## config.mk

```make
export PLATFORM = sky130hd
export DESIGN_NAME = banded_priority_queue
export DESIGN_NICKNAME = d
export VERILOG_FILES = /design/src/rtl/bpq_pkg.sv /design/src/rtl/bpq_cell.sv /design/src/rtl/banded_priority_queue.sv
export VERILOG_INCLUDE_DIRS = /design/src /design/src/rtl
export SDC_FILE = /design/constraint.sdc
export NUM_CORES = 1
export LEC_CHECK = 0
export ABC_AREA = 1
export BUFFER_PORTS_ARGS = -buffer_cell sky130_fd_sc_hd__buf_4
export CAP_MARGIN = 20
export CORE_MARGIN = 3
export CORE_UTILIZATION = 47
export DETAILED_ROUTE_END_ITERATION = 10
export PLACE_DENSITY = 0.74
export SLEW_MARGIN = 40
export SYNTH_ARGS = -nofsm -noshare
export SYNTH_HDL_FRONTEND = slang
export SYNTH_SLANG_ARGS = --single-unit
```

## constraint.sdc

```tcl
create_clock -name clk -period 5.4 [get_ports clk]
set_input_delay 1.62 -clock clk [delete_from_list [all_inputs] [get_ports clk]]
set_output_delay 1.62 -clock clk [all_outputs]
set_load 0.005 [all_outputs]
```

## src/rtl/banded_priority_queue_macros.svh

```systemverilog
// Assertion macros for the banded priority queue.
// Used by the top level; expects signals clk and rst_n in scope.
`ifndef BANDED_PRIORITY_QUEUE_MACROS_SVH
`define BANDED_PRIORITY_QUEUE_MACROS_SVH

// Consequent must hold in the same cycle as the antecedent.
`define BPQ_ASSERT_IMPLY(lbl, ante, cons, msg) \
  lbl: assert property (@(posedge clk) disable iff (!rst_n) (ante) |-> (cons)) \
    else $error(msg);

// Consequent must hold in the cycle after the antecedent.
`define BPQ_ASSERT_NEXT(lbl, ante, cons, msg) \
  lbl: assert property (@(posedge clk) disable iff (!rst_n) (ante) |=> (cons)) \
    else $error(msg);

`endif

```

## src/rtl/bpq_pkg.sv

```systemverilog
// Shared types, constants and the class function of the banded priority queue.
// No dependencies.
package bpq_pkg;

  localparam int DEPTH = 16;
  localparam int CNT_W = $clog2(DEPTH + 1);
  localparam int IDX_W = $clog2(DEPTH);

  localparam int VAL_W = 7;
  localparam int POS_W = 4;

  // operation codes
  localparam logic [1:0] KIND_INSERT = 2'd0;
  localparam logic [1:0] KIND_POP    = 2'd1;
  localparam logic [1:0] KIND_REMOVE = 2'd2;

  // result status codes
  localparam logic [1:0] ST_OK    = 2'd0;
  localparam logic [1:0] ST_FULL  = 2'd1;
  localparam logic [1:0] ST_EMPTY = 2'd2;
  localparam logic [1:0] ST_RANGE = 2'd3;

  // classes
  localparam logic [1:0] CLS_URGENT = 2'd0;
  localparam logic [1:0] CLS_MIDDLE = 2'd1;
  localparam logic [1:0] CLS_NORMAL = 2'd2;

  // configuration register indexes
  localparam logic [1:0] REG_URGENT_BELOW = 2'd0;
  localparam logic [1:0] REG_URGENT_ABOVE = 2'd1;
  localparam logic [1:0] REG_MIDDLE_BELOW = 2'd2;
  localparam logic [1:0] REG_MIDDLE_ABOVE = 2'd3;

  typedef struct packed {
    logic [1:0]       kind;
    logic [VAL_W-1:0] value;
    logic [POS_W-1:0] position;
  } in_t;

  typedef struct packed {
    logic [1:0]       status;
    logic [VAL_W-1:0] taken_value;
    logic [1:0]       taken_class;
    logic [CNT_W-1:0] count;
  } out_t;

  typedef struct packed {
    logic [VAL_W-1:0] urgent_below;
    logic [VAL_W-1:0] urgent_above;
    logic [VAL_W-1:0] middle_below;
    logic [VAL_W-1:0] middle_above;
  } band_t;

  // control broadcast from the top level to every cell
  typedef struct packed {
    logic             wr_en;
    logic [1:0]       kind;
    logic [VAL_W-1:0] value;
    logic [1:0]       new_cls;
    logic [POS_W-1:0] pos;
    logic [CNT_W-1:0] count;
    band_t            bands;
  } cell_ctl_t;

  function automatic logic [1:0] class_of(logic [VAL_W-1:0] v, band_t b);
    logic [1:0] c;
    if (v < b.urgent_below || v > b.urgent_above) begin
      c = CLS_URGENT;
    end else if (v < b.middle_below || v > b.middle_above) begin
      c = CLS_MIDDLE;
    end else begin
      c = CLS_NORMAL;
    end
    return c;
  endfunction

endpackage

```

## src/rtl/bpq_cell.sv

```systemverilog
// One slot of the queue: holds an entry and shifts it toward either neighbor.
// Depends on bpq_pkg.
module bpq_cell (
  input  logic                       clk,
  input  bpq_pkg::cell_ctl_t         ctl,
  input  logic [bpq_pkg::IDX_W-1:0]  idx,
  input  logic [bpq_pkg::VAL_W-1:0]  prev_val,
  input  logic [bpq_pkg::VAL_W-1:0]  next_val,
  input  logic                       found_in,
  output logic                       found_out,
  input  logic [bpq_pkg::VAL_W-1:0]  carry_in,
  output logic [bpq_pkg::VAL_W-1:0]  carry_out,
  output logic [bpq_pkg::VAL_W-1:0]  val
);

  logic [bpq_pkg::VAL_W-1:0] val_r;
  logic [bpq_pkg::VAL_W-1:0] val_nxt;
  logic                      past_tail;
  logic                      greater;
  logic                      at_pos;
  logic                      from_pos;

  assign past_tail = int'(idx) >= int'(ctl.count);
  assign greater   = past_tail
                     || (bpq_pkg::class_of(val_r, ctl.bands) > ctl.new_cls);
  assign found_out = found_in | greater;
  assign at_pos    = int'(idx) == int'(ctl.pos);
  assign from_pos  = int'(idx) >= int'(ctl.pos);

  // pass the entry at the removal position down the chain
  assign carry_out = at_pos ? val_r : carry_in;
  assign val       = val_r;

  always_comb begin
    val_nxt = val_r;
    if (ctl.wr_en) begin
      case (ctl.kind)
        bpq_pkg::KIND_INSERT: begin
          if (found_out) begin
            val_nxt = found_in ? prev_val : ctl.value;
          end
        end
        bpq_pkg::KIND_POP,
        bpq_pkg::KIND_REMOVE: begin
          if (from_pos) begin
            val_nxt = next_val;
          end
        end
        default: begin
          val_nxt = val_r;
        end
      endcase
    end
  end

  always_ff @(posedge clk) begin
    val_r <= val_nxt;
  end

endmodule

```

## src/rtl/banded_priority_queue.sv

```systemverilog
// Top level of the banded priority queue: cell chain, occupancy and result register.
// Depends on bpq_pkg, bpq_cell and banded_priority_queue_macros.svh.
//
// A stable three-class priority queue of DEPTH (16) seven-bit values. Raise
// start with an operation on in_data whenever busy is low; a transfer takes
// place at that edge and one item can follow in every cycle. Exactly one
// result comes back per item, on out_data with out_valid high for a single
// cycle, from registers loaded at the transfer. The receiver cannot stall:
// capture the result in that cycle or lose it. Busy is high only while
// reset is applied and in the cycle after it. The figure of one item per
// cycle is set by the insert search, which ripples combinationally through
// the row of cells; each cell compares its own entry's class with the new
// value's. Classes come from the four band registers at the moment of use,
// so change them only while the queue is idle. Configuration writes on the
// cfg_ channel are always taken (cfg_ready is high); the two-bit index
// names exactly the four registers.
`include "banded_priority_queue_macros.svh"

module banded_priority_queue (
  input  logic                          clk,
  input  logic                          rst_n,
  input  logic                          start,
  output logic                          busy,
  input  bpq_pkg::in_t                  in_data,
  output logic                          out_valid,
  output bpq_pkg::out_t                 out_data,
  input  logic                          cfg_valid,
  output logic                          cfg_ready,
  input  logic [1:0]                    cfg_index,
  input  logic [bpq_pkg::VAL_W-1:0]     cfg_data
);

  // band registers
  bpq_pkg::band_t bands_r;
  bpq_pkg::band_t bands_nxt;

  // occupancy and handshake state
  logic [bpq_pkg::CNT_W-1:0] count_r;
  logic [bpq_pkg::CNT_W-1:0] count_nxt;
  logic                      busy_r;
  logic                      out_valid_r;
  bpq_pkg::out_t             out_r;
  bpq_pkg::out_t             out_nxt;

  logic                      accept;
  logic                      op_ok;
  logic [bpq_pkg::POS_W-1:0] rm_pos;
  logic [bpq_pkg::VAL_W-1:0] taken;
  bpq_pkg::cell_ctl_t        ctl;

  // cell chain wiring
  logic [bpq_pkg::VAL_W-1:0] vals  [bpq_pkg::DEPTH];
  logic [bpq_pkg::VAL_W-1:0] carry [bpq_pkg::DEPTH+1];
  logic                      found [bpq_pkg::DEPTH+1];

  assign accept    = start && !busy_r;
  assign busy      = busy_r;
  assign cfg_ready = 1'b1;
  assign out_valid = out_valid_r;
  assign out_data  = out_r;

  // pop always takes the head
  assign rm_pos = (in_data.kind == bpq_pkg::KIND_POP) ? '0 : in_data.position;

  // ---------------------------------------------------------------------------
  // Configuration writes
  // ---------------------------------------------------------------------------
  always_comb begin
    bands_nxt = bands_r;
    if (cfg_valid) begin
      case (cfg_index)
        bpq_pkg::REG_URGENT_BELOW: bands_nxt.urgent_below = cfg_data;
        bpq_pkg::REG_URGENT_ABOVE: bands_nxt.urgent_above = cfg_data;
        bpq_pkg::REG_MIDDLE_BELOW: bands_nxt.middle_below = cfg_data;
        bpq_pkg::REG_MIDDLE_ABOVE: bands_nxt.middle_above = cfg_data;
        default: bands_nxt = bands_r;
      endcase
    end
  end

  // ---------------------------------------------------------------------------
  // Decide the outcome of the item and whether the cells shift
  // ---------------------------------------------------------------------------
  always_comb begin
    op_ok     = 1'b0;
    count_nxt = count_r;
    out_nxt   = '0;
    case (in_data.kind)
      bpq_pkg::KIND_INSERT: begin
        if (int'(count_r) >= bpq_pkg::DEPTH) begin
          out_nxt.status = bpq_pkg::ST_FULL;
        end else begin
          op_ok     = 1'b1;
          count_nxt = count_r + 1'b1;
        end
      end
      bpq_pkg::KIND_POP,
      bpq_pkg::KIND_REMOVE: begin
        if (count_r == '0) begin
          out_nxt.status = bpq_pkg::ST_EMPTY;
        end else if (int'(rm_pos) >= int'(count_r)) begin
          out_nxt.status = bpq_pkg::ST_RANGE;
        end else begin
          op_ok                 = 1'b1;
          count_nxt             = count_r - 1'b1;
          out_nxt.taken_value   = taken;
          out_nxt.taken_class   = bpq_pkg::class_of(taken, bands_r);
        end
      end
      default: begin
        op_ok = 1'b0;
      end
    endcase
    out_nxt.count = count_nxt;
  end

  // broadcast to every cell
  always_comb begin
    ctl.wr_en   = accept && op_ok;
    ctl.kind    = in_data.kind;
    ctl.value   = in_data.value;
    ctl.new_cls = bpq_pkg::class_of(in_data.value, bands_r);
    ctl.pos     = rm_pos;
    ctl.count   = count_r;
    ctl.bands   = bands_r;
  end

  // ---------------------------------------------------------------------------
  // Row of cells: the insert point ripples from the head, the removed value
  // rides the carry chain, and entries shift one slot toward a neighbor
  // ---------------------------------------------------------------------------
  assign found[0] = 1'b0;
  assign carry[0] = '0;
  assign taken    = carry[bpq_pkg::DEPTH];

  for (genvar i = 0; i < bpq_pkg::DEPTH; i++) begin : g_cell
    logic [bpq_pkg::VAL_W-1:0] prev_v;
    logic [bpq_pkg::VAL_W-1:0] next_v;

    if (i == 0) begin : g_head
      assign prev_v = in_data.value;
    end else begin : g_body
      assign prev_v = vals[i-1];
    end

    if (i == bpq_pkg::DEPTH - 1) begin : g_tail
      assign next_v = vals[i];
    end else begin : g_inner
      assign next_v = vals[i+1];
    end

    bpq_cell u_cell (
      .clk       (clk),
      .ctl       (ctl),
      .idx       (bpq_pkg::IDX_W'(i)),
      .prev_val  (prev_v),
      .next_val  (next_v),
      .found_in  (found[i]),
      .found_out (found[i+1]),
      .carry_in  (carry[i]),
      .carry_out (carry[i+1]),
      .val       (vals[i])
    );
  end

  // ---------------------------------------------------------------------------
  // Registers
  // ---------------------------------------------------------------------------
  always_ff @(posedge clk) begin
    if (!rst_n) begin
      bands_r.urgent_below <= bpq_pkg::VAL_W'(5);
      bands_r.urgent_above <= bpq_pkg::VAL_W'(80);
      bands_r.middle_below <= bpq_pkg::VAL_W'(16);
      bands_r.middle_above <= bpq_pkg::VAL_W'(60);
      count_r              <= '0;
      busy_r               <= 1'b1;
      out_valid_r          <= 1'b0;
    end else begin
      bands_r     <= bands_nxt;
      busy_r      <= 1'b0;
      out_valid_r <= accept;
      if (accept) begin
        count_r <= count_nxt;
      end
    end
  end

  // result payload: hold until the next transfer
  always_ff @(posedge clk) begin
    if (accept) begin
      out_r <= out_nxt;
    end
  end

  // ---------------------------------------------------------------------------
  // Assertions
  // ---------------------------------------------------------------------------
  `BPQ_ASSERT_NEXT(a_result_follows, accept, out_valid, "no result after transfer")
  `BPQ_ASSERT_IMPLY(a_count_bound, 1'b1, int'(count_r) <= bpq_pkg::DEPTH, "count overflow")
  `BPQ_ASSERT_IMPLY(a_full_count, out_valid && out_data.status == bpq_pkg::ST_FULL, int'(out_data.count) == bpq_pkg::DEPTH, "full with room")
  `BPQ_ASSERT_IMPLY(a_empty_count, out_valid && out_data.status == bpq_pkg::ST_EMPTY, out_data.count == '0, "empty with entries")

endmodule
```

==> results.md <==
- Post-synth top area share: 32.10%
- Most instantiated cells after synthesis: 514 x ha_1, 435 x nand2_1, 325 x a21oi_1, 244 x inv_1, 240 x o21ai_0
- Comb pwr share: 37.0%
- Wire per inst: 24.12 um
- Top Ports: 45
- Fill cells: 3998
- Worst-margin pin slew: 932.6 ps
- Grt total ovfl: 0
- Vias/cell: 6.476
- Seq/Total Area, Yosys: 22.68%
- HPWL reported at the end of detailed placement: 60640 um
- Final setup vio count: 0
- Vias in the first global route: 19940
- Hold Fails Final Rpt: 0
- Final net count: 3261
- Global Route Usage Sum: 34.66%
- Die H: 212.5 um
- Clock latency on the worst-skew pair: 460 ps
- Max IR drop VDD: 0.0001988 V
- Overall routed net length: 78960 um
- Clk sink count: 163
- Top cells by area, synth: ha_1 32%, edfxtp_1 19%, nand2_1 8.1%, a21oi_1 8.1%, o21ai_0 6.0%
- CTS Buf Count: 17
- Fraction of registers with async set/reset: 0%
- PwrDens: 197.3 nW/um^2
- Die span in x: 212.5 um
- Tmin final: 5168 ps
- Worst-path fanout max: 7
- Root Buffer: clkbuf_16
- Ant diodes: 0
- Area Growth Syn to Fin: 13.08%
- Power Internal: 2744 uW
- Residual DRC count: 0
- Largest net degree at the start of global routing: 101
- Switching Fraction: 38.60%
- Lkg Pwr: 0.01083 uW
- Most area-hungry cell type in the Yosys netlist: ha_1
- Clock power frac: 29.5%
- Initial Util: 47.66%
- Top-count cell post-synth: ha_1
- Clock buffer depth: 2
- Cell mode on critical path: inv_1
- Dominant synthesized flop cell: edfxtp_1
- Pre-Repair DR Iteration Count: 6
- Number of distinct library cells after synthesis: 53
- Hold WS: 609.3 ps
- RSZ-0062 raised after global routing: false
- Psw: 1725 uW
- Critical path type: in -> reg
- CP Launch Type: primary input
- Core Region: 42040 um^2
- First-pass GRT wire length: 118300 um
- Post-synth EDFFs: 128
- Sequential power share: 33.5%
- Critical Path RT: 5630 ps
- Clock transition at path regs: 80 ps
- Syn nets: 3110
- Critical Path Sink Type: register
- Post-CTS setup buffer count: 0
- Gate Count Post-Synth: 2570
- Post-Syn Area: 20040 um^2
- Max Clk Rate: 0.1935 GHz
- Finished Core Util: 53.89%
- # Max-Cap Violations: 0
- Rows: 75
- Post-CTS Hold Fix Bufs: 0
- Placer Congestion: 1.028
- Seq cells post-synth: 163
- Via count: 21200
- First DRT Iteration DRCs: 2277
- Slowest cell on the critical path: a21oi_1
- Layout cell share with drive strength beyond 1: 9.839%
- Status: completed
- ANT nets after route: 0
- H-tree levels: 4
- Final period utilization: 95.70%
- Clk_skew: 14.99 ps
- Initial antenna violation count: 0
- Slew Limit Headroom: 37.74%
- Critical path's largest stage delay: 540 ps
- Mapped Avg Cell Area: 7.796 um^2
- Hold crit path type: reg -> reg
- Worst Path Arrival: 5400 ps
- Die area: 45150 um^2
- Ys Warns: 0
- Max Slew Vio Count: 0
- Port buffer count: 43
- CTS tree: done
-- path summary, 6_finish.rpt --
kind,endpoint,from,cells past startpoint,slack [ps]
setup / recovery,out_data[5],in_data[12],27,230
hold / removal,g_cell[15].u_cell.val[0],g_cell[14].u_cell.val[0],2,610
setup reg to reg,g_cell[14].u_cell.val[6],bands_r[2],26,460
hold reg to reg,g_cell[15].u_cell.val[0],g_cell[14].u_cell.val[0],2,610
-- state kept, by name, summed over array words and instances (netlist names) --
signal / count
count_r: 5
bands_r: 28
g_cell.u_cell.val: 112
busy: 1
out_data: 16
out_valid: 1
-- cell type report --
type	instances	area [um^2]	share of cell area, %
clock inverter	13	155.1	0.6848
tap	539	674.4	2.977
sequential	163	4544	20.06
timing repair buffer	190	1446	6.384
multi-input combinational	2093	14400	63.56
inverter	256	960.9	4.241
clock buffer	19	475.5	2.099
-- routing by layer --
metal,wire [um],up-vias,global-route usage (%)
li1,-,9676,-
met1,30560,9846,45.51
met2,33940,1338,53.58
met3,8927,336,5.489
met4,5535,0,21.29
met5,0,-,0
-- metrics by stage --
step | TNS, ps | setup slack, ps | cells | cell area (um^2) | power [uW]
final | 0 | 231.9 | 3273 | 22660 | 4469
after global routing | 0 | 13.36 | 3273 | 22660 | 4692
after CTS | 0 | 250.1 | 3273 | 22650 | 4418
after detailed placement | -11060 | -213.0 | 3241 | 22020 | 3123
after global placement | -6306 | -137.8 | 3241 | 22010 | 3049
after floorplan | -38.04 | -5.434 | 2570 | 20130 | 2519
-- cell usage in the layout, fill, tap and decap left out, drive strengths merged, types with 3 or more instances in the layout --
cell type	instances
nor3	14
o41ai	12
nand3	148
o2111ai	4
a22oi	3
ha	514
a211oi	10
o211ai	53
a21oi	325
inv	261
nand4	48
buf	190
nor4b	4
clkinv	7
dfxtp	35
nor2	157
and2	3
a21o	15
a31oi	4
nand2	439
a2bb2oi	7
a311oi	3
o221ai	20
clkbuf	19
o22ai	23
o31ai	23
o21ai	247
edfxtp	128
-- power groups by stage --
stage                     logic, uW  clock network (uW)  registers (uW)
final                          1660                1320            1500
after global placement         1530                   0            1520
after global routing           1840                1350            1500
after floorplan                1030                   0            1490
after CTS                      1610                1310            1490
after detailed placement       1600                   0            1520
-- cells by family after synthesis --
family / count (synthesis) / share of synthesized area [%]
AOI/OAI and AO/OA: 761 / 21.53
xor gates and xnor gates: 1 / 0.04372
adders and majority gates: 514 / 32.10
buffers and inverters: 314 / 6.007
DFF: 163 / 22.68
other: 1 / 0.01872
and+or+nand+nor: 816 / 17.62
-- worst max-delay path: cells and delay by family --
family | cells | cell delay, ps
AO/OA/AOI/OAI | 5 | 1180
adder cells (fa/ha/maj) | 2 | 580
buffers and inverters | 8 | 870
AND/OR/NAND/NOR | 12 | 1170
-- what timing repair did --
action	in CTS	in global routing
resized for setup	0	9
setup endpoints to repair	0	61
hold endpoints to repair	0	0
No activity file was read; power rests on OpenSTA's default activity.
